$ cat config.mk
export PLATFORM = sky130hd
export DESIGN_NAME = pqw_cordic
export DESIGN_NICKNAME = d
export VERILOG_FILES = /design/src/hdl/pqw_pkg.sv /design/src/hdl/pqw_cordic.sv
export SDC_FILE = /design/constraint.sdc
export NUM_CORES = 2
export LEC_CHECK = 0
export BUFFER_PORTS_ARGS = -buffer_cell sky130_fd_sc_hd__buf_2
export CORE_MARGIN = 1
export CORE_UTILIZATION = 38
export CTS_CLUSTER_DIAMETER = 100
export DETAILED_ROUTE_END_ITERATION = 10
export SETUP_SLACK_MARGIN = 0.05
export SYNTH_ARGS = -nofsm -noshare
export SYNTH_HDL_FRONTEND = slang
export SYNTH_SLANG_ARGS = --single-unit
export TNS_END_PERCENT = 10
$ cat constraint.sdc
create_clock -name i_clk -period 9.46 [get_ports i_clk]
set_clock_uncertainty 0.15 [all_clocks]
set_input_delay 2.838 -clock i_clk [delete_from_list [all_inputs] [get_ports i_clk]]
set_output_delay 2.838 -clock i_clk [all_outputs]
set_load 0.02 [all_outputs]
$ cat src/hdl/pqw_pkg.sv
package pqw_pkg;
    localparam int CoordW = 20;
    localparam int DiffW = 21;
    localparam int SumW = 18;
    localparam int AngW = 16;
    localparam int AccW = 24;
    localparam int TableLen = 24;
    localparam int CordicStepsDef = 16;
    localparam int NumVec = 4;
    localparam int CfgIdxW = 3;

    typedef enum logic [CfgIdxW-1:0] {
        t_REG_V0X, t_REG_V0Y, t_REG_V1X, t_REG_V1Y,
        t_REG_V2X, t_REG_V2Y, t_REG_V3X, t_REG_V3Y
    } t_reg_idx;

    typedef logic signed [CoordW-1:0] t_coord;
    typedef logic [AngW-1:0] t_angle;

    function automatic logic [AccW-1:0] atan_entry(input logic [4:0] i);
        logic [AccW-1:0] v;
        case (i)
            5'd0: v = 24'd2097152;  5'd1: v = 24'd1238021;
            5'd2: v = 24'd654136;   5'd3: v = 24'd332050;
            5'd4: v = 24'd166669;   5'd5: v = 24'd83416;
            5'd6: v = 24'd41718;    5'd7: v = 24'd20860;
            5'd8: v = 24'd10430;    5'd9: v = 24'd5215;
            5'd10: v = 24'd2608;    5'd11: v = 24'd1304;
            5'd12: v = 24'd652;     5'd13: v = 24'd326;
            5'd14: v = 24'd163;     5'd15: v = 24'd81;
            5'd16: v = 24'd41;      5'd17: v = 24'd20;
            5'd18: v = 24'd10;      5'd19: v = 24'd5;
            5'd20: v = 24'd3;       5'd21: v = 24'd1;
            5'd22: v = 24'd1;       default: v = 24'd0;
        endcase
        return v;
    endfunction
endpackage

$ cat src/hdl/pqw_cordic.sv
module pqw_cordic #(
    parameter int STEPS = pqw_pkg::CordicStepsDef
) (
    input  logic i_clk,
    input  logic i_en,
    input  logic signed [pqw_pkg::DiffW-1:0] i_x,
    input  logic signed [pqw_pkg::DiffW-1:0] i_y,
    output pqw_pkg::t_angle o_angle
);
    import pqw_pkg::*;
    localparam int NS = (STEPS > TableLen) ? TableLen : STEPS;
    localparam int XW = DiffW + 3;

    logic signed [XW-1:0] r_x [NS+1];
    logic signed [XW-1:0] r_y [NS+1];
    logic [AccW-1:0] r_acc [NS+1];
    logic r_zero [NS+1];
    t_angle r_ang;
    logic [AccW-1:0] w_rnd;

    always_ff @(posedge i_clk) begin
        if (i_en) begin
            r_zero[0] <= (i_x == '0) && (i_y == '0);
            if (i_x < 0) begin
                r_x[0] <= -XW'(i_x);
                r_y[0] <= -XW'(i_y);
                r_acc[0] <= AccW'(24'h800000);
            end else begin
                r_x[0] <= XW'(i_x);
                r_y[0] <= XW'(i_y);
                r_acc[0] <= '0;
            end
        end
    end

    for (genvar g = 0; g < NS; g++) begin : g_step
        always_ff @(posedge i_clk) begin
            if (i_en) begin
                r_zero[g+1] <= r_zero[g];
                if (r_y[g] >= 0) begin
                    r_x[g+1] <= r_x[g] + (r_y[g] >>> g);
                    r_y[g+1] <= r_y[g] - (r_x[g] >>> g);
                    r_acc[g+1] <= r_acc[g] + atan_entry(5'(g));
                end else begin
                    r_x[g+1] <= r_x[g] - (r_y[g] >>> g);
                    r_y[g+1] <= r_y[g] + (r_x[g] >>> g);
                    r_acc[g+1] <= r_acc[g] - atan_entry(5'(g));
                end
            end
        end
    end

    assign w_rnd = r_acc[NS] + AccW'(128);
    always_ff @(posedge i_clk) begin
        if (i_en) begin
            r_ang <= r_zero[NS] ? '0 : w_rnd[AccW-1:8];
        end
    end
    assign o_angle = r_ang;
endmodule

# After elaboration in Yosys (flattened, before gate mapping)
# Memory sizes are Yosys's and may differ from the RTL's.
# Cells that the tools add are included.
dict set report totals {
  register_bits 16
  ramBits 1241
  in_bits 44
  word_cells 329
  mem_count 4
}
# name depth width read_ports rd_clocked_by_memory_dff write_ports line
set mem_list {}
lappend mem_list {r_acc 17 24 17 0 17 pqw_cordic.sv:16} ;# logic [AccW-1:0] r_acc [NS+1];
lappend mem_list {r_x 17 24 16 0 17 pqw_cordic.sv:14} ;# logic signed [XW-1:0] r_x [NS+1];
lappend mem_list {r_y 17 24 16 0 17 pqw_cordic.sv:15} ;# logic signed [XW-1:0] r_y [NS+1];
lappend mem_list {r_zero 17 1 17 0 17 pqw_cordic.sv:17} ;# logic r_zero [NS+1];
dict set report op_classes {
  n_addsub 98
  order_cmp 17
  muxes 155
  bitwise_logic 51
  reduce_logical 3
}
# cell n
set op_table {}
lappend op_table {{24-bit 2-to-1 mux} 51}
lappend op_table {{24-bit by 1-bit greater-or-equal comparator with 1-bit output (second input constant)} 16}
lappend op_table {{1-bit 2-to-1 mux} 104}
lappend op_table {{1-bit OR} 51}
lappend op_table {{24-bit by 10-bit adder with 24-bit output} 2}
lappend op_table {{24-bit by 11-bit adder with 24-bit output} 2}
lappend op_table {{24-bit by 12-bit adder with 24-bit output} 2}
lappend op_table {{24-bit by 13-bit adder with 24-bit output} 2}
lappend op_table {{24-bit by 14-bit adder with 24-bit output} 2}
lappend op_table {{24-bit by 15-bit adder with 24-bit output} 2}
lappend op_table {{24-bit by 16-bit adder with 24-bit output} 2}
lappend op_table {{24-bit by 17-bit adder with 24-bit output} 2}
lappend op_table {{24-bit by 18-bit adder with 24-bit output} 2}
lappend op_table {{24-bit by 19-bit adder with 24-bit output} 2}
lappend op_table {{24-bit by 20-bit adder with 24-bit output} 2}
lappend op_table {{24-bit by 21-bit adder with 24-bit output} 2}
lappend op_table {{24-bit by 22-bit adder with 24-bit output} 2}
lappend op_table {{24-bit by 23-bit adder with 24-bit output} 2}
lappend op_table {{24-bit by 8-bit adder with 24-bit output (second input constant)} 2}
lappend op_table {{24-bit by 9-bit adder with 24-bit output} 2}
lappend op_table {{21-bit negator with 24-bit output} 2}
lappend op_table {{24-bit by 10-bit subtractor with 24-bit output} 2}
lappend op_table {{24-bit by 11-bit subtractor with 24-bit output} 2}
lappend op_table {{24-bit by 12-bit subtractor with 24-bit output} 2}
lappend op_table {{48 further kinds} 62}

# Depth between registers and ports, before layout
dict set report depth {
  ltp_word 5
  depth_mapped 22
  depth_no_buf 19
}

# Worst setup path before layout
# Ideal clock, no wire load.
dict set report synth_timing {
  kind {input port to flip-flop}
  start {input i_en}
  end {memory r_y[4][20] (netlist name) (data pin)}
  arrival_ns 7.252
  path_slack_ns 1.800
  cell_stages 20
  path_cell_list {buf_6 and2_1 clkbuf_1 inv_1 clkbuf_1 clkbuf_1 buf_1 clkbuf_1 o21ai_0 fa_1 a21o_1 a21oi_1 nor2b_1 o31a_1 or4_1 a31oi_1 o31ai_1 a41oi_1 nor2b_1 xnor2_1}
}
# item line
set synth_lines {}
lappend synth_lines {{from (decl)} pqw_cordic.sv:5} ;# input logic i_en,
lappend synth_lines {{to (decl)} pqw_cordic.sv:15}

==> results.py <==
metrics = {
    "grt": {
        "grt_usage_pct": 17.5,
        "overflow": 0,
        "grt_pass1_wl_um": 335000,
        "grt_start_max_net_pins": 153,
        "antenna_found_initial": 3,
        "grt_pass1_vias": 63900,
    },
    "status": {
        "status": "completed",
    },
    "route": {
        "wirelength_um": 208000,
        "viasPerCell": 5.55,
        "wl_per_cell_um": 17.1,
        "drt_iter0_markers": 4821,
        "vias": 67300,
        "drt_pre_antenna_iters": 6,
        "postRouteAntennaNets": 0,
        "drc": 0,
    },
    "placement": {
        "place_hpwl_um": 160000,
        "port_buffers": 59,
        "gp_congestion": 0.892,
    },
    "floorplan": {
        "num_io_pins": 60,
        "row_count": 174,
        "coreArea_um2": 226000,
        "start_util_pct": 38.4,
        "die_h_um": 479,
        "dieArea_um2": 230000,
        "die_w_um": 479,
    },
    "synthesis": {
        "synth_area_per_cell_um2": 9.49,
        "netlist_instances": 9125,
        "synth-edff-count": 1062,
        "ys_types": 106,
        "synth_top_area_share_pct": 36.8,
        "synth_area_leaders": "edfxtp_1 (37%), ha_1 (12%), xnor2_1 (9.3%)",
        "ys_async_sr_fraction_pct": 0,
        "synth_nets": 9998,
        "synth.area.mux_share_pct": 1.14,
        "yosys.area_share.simple_pct": 13.7,
        "ys_seq_elements": 1062,
        "yosys.area_share.adder_pct": 12.4,
        "synth_area_um2": 86600,
        "ys_seq_area_share_pct": 36.8,
        "synthTopCellsByCount": "edfxtp_1 (1,062), xnor2_1 (916), ha_1 (801), a21oi_1 (784), nor2_1 (723)",
        "synth_top_family_by_area": "compound AO/OA/AOI/OAI gates",
        "yosys_warnings": 0,
        "synth-compound-area-share_pct": 18.8,
        "yosysTopAreaCell": "edfxtp_1",
        "synth.most_common_cell": "edfxtp_1",
        "synth_xor_area_share_pct": 13.9,
        "synth_ff_type": "edfxtp_1",
    },
    "clock_network": {
        "cts.sinks": 1062,
        "cts_max_path_buffers": 3,
        "cts-resized-gates": 0,
        "cts_tree": "done",
        "post_cts_buffers": 0,
        "cts_hold_buffers": 0,
        "clock-root-buffer": "clkbuf_16",
        "clk_latency_ns": 0.78,
        "cts_buffers": 119,
        "h-tree-depth": 3,
        "cts.clk_slew.worst_paths_ns": 0.06,
    },
    "flow_run": {
        "maxCapViolations": 0,
    },
    "sta": {
        "maxSlewViolCount": 0,
        "hold_viol_final": 0,
        "rsz0062_at_grt": "false",
        "fin_tns_setup_ns": 0,
        "fin_crit_ns": 6.92,
        "period_share_pct": 73.1,
        "setup_viol": 0,
        "tightest_slew_ns": 0.993,
        "slew_headroom_pct": 33.2,
        "fmax_mhz": 145,
    },
    "hold_path": {
        "hold_path_class": "flip-flop to flip-flop",
    },
    "layout": {
        "nNetsFinal": 9890,
        "fin_util_pct": 41.6,
        "area_growth_pct": 8.38,
        "drive_above_1_share_pct": 5.07,
    },
    "setup_path": {
        "cp_max_fo": 61,
        "crit_path_start_kind": "input port",
        "cp_common_cell": "o41ai_1",
        "required_ns": 9.83,
        "arrival_ns": 7.29,
        "worstSetupEndpointType": "flip-flop",
        "slowest_delay_ns": 0.68,
        "timing_worst_setup_path_type": "input port to flip-flop",
        "crit_chain": "buf_8, and2_1, inv_2, buf_4, o41ai_1, xnor2_1, ha_1, and4_1, a31oi_1, o31ai_1, o41ai_1, a21oi_1, o21ai_0, nand2b_1, a211oi_1, o21bai_1, xor2_1",
        "cp_slowest_cell": "o41ai_1",
    },
}
## per-layer routing
| metal | global-route usage, % | vias to the layer above | wire [um] |
|---|---|---|---|
| met3 | 2.07 | 289 | 7650 |
| met1 | 23.2 | 32300 | 95100 |
| met4 | 4.25 | 0 | 4660 |
| li1 | - | 33400 | - |
| met5 | 0 | - | 0 |
| met2 | 30.3 | 1295 | 100000 |
## through the flow
step | cells | hold WS, ns | instance area, um2 | setup WS (ns)
floorplan | 9125 | 0.250 | 86600 | 1.80
global placement | 11900 | 0.251 | 89800 | 1.78
detailed placement | 11900 | 0.256 | 89800 | 1.76
CTS | 12100 | 0.271 | 93900 | 2.60
global route | 12100 | 0.274 | 93900 | 2.08
finish | 12100 | 0.268 | 93900 | 2.54
## cells by family (layout without fill, tap and decap cells)
| family | count (synthesis) | count (layout) |
|---|---|---|
| flops | 1062 | 1062 |
| xor+xnor | 1376 | 1376 |
| compound gates | 2537 | 2537 |
| simple gates | 2476 | 2476 |
| mux | 94 | 94 |
| fa+ha+maj | 849 | 849 |
| other cells | 0 | 1 |
| buf+inv | 731 | 727 |
## state kept, by name, summed over array words and instances, names as in the netlist
name / flops
o_angle: 16
r_acc: 323
r_x: 346
r_y: 360
r_zero: 17
## placed cells by master, fill, tap and decap left out, types with 112 or more instances in the layout
| cell type | Yosys | routed |
|---|---|---|
| clkbuf_16 | 0 | 120 |
| nor2_1 | 723 | 723 |
| nand2_1 | 561 | 561 |
| o31ai_1 | 118 | 118 |
| a31oi_1 | 113 | 113 |
| xnor2_1 | 916 | 916 |
| o21bai_1 | 112 | 112 |
| xor2_1 | 460 | 460 |
| inv_1 | 376 | 376 |
| o21ai_0 | 497 | 497 |
| nand3_1 | 188 | 188 |
| ha_1 | 801 | 801 |
| a21oi_1 | 784 | 784 |
| nand2b_1 | 137 | 137 |
| a21o_1 | 250 | 250 |
| nor3_1 | 298 | 298 |
| edfxtp_1 | 1062 | 1062 |
## path summary, 6_finish.rpt
path	start	to	slack (ns)	cells after the start
min reg2reg	r_zero[15]$_DFFE_PP_	r_zero[16]$_DFFE_PP_	0.27	0
min	r_zero[15]$_DFFE_PP_	r_zero[16]$_DFFE_PP_	0.27	0
max reg2reg	r_y[6][6]$_DFFE_PP_	r_x[7][23]$_DFFE_PP_	4.44	18
max	i_en	r_y[10][23]$_DFFE_PP_	2.54	17
## final cells by class
type | count | area (um2)
sequential | 1062 | 31900
clock buffer | 133 | 3050
antenna | 1 | 2.50
inverter | 390 | 1460
clock inverter | 92 | 1070
multi-input combinational | 7332 | 51900
timing repair buffer | 112 | 728
fill | 21600 | 132000
tap | 2992 | 3740
## critical path, delay by kind of cell
| family | cells | cell delay, ns |
|---|---|---|
| AOI/OAI and AO/OA | 8 | 1.83 |
| and+or+nand+nor | 3 | 1.01 |
| buffers and inverters | 3 | 0.89 |
| xor gates and xnor gates | 2 | 0.31 |
| adders and majority gates | 1 | 0.30 |
Power is not shown: default switching activity piles up to over one toggle a cycle in this logic, so the estimate is an artifact.
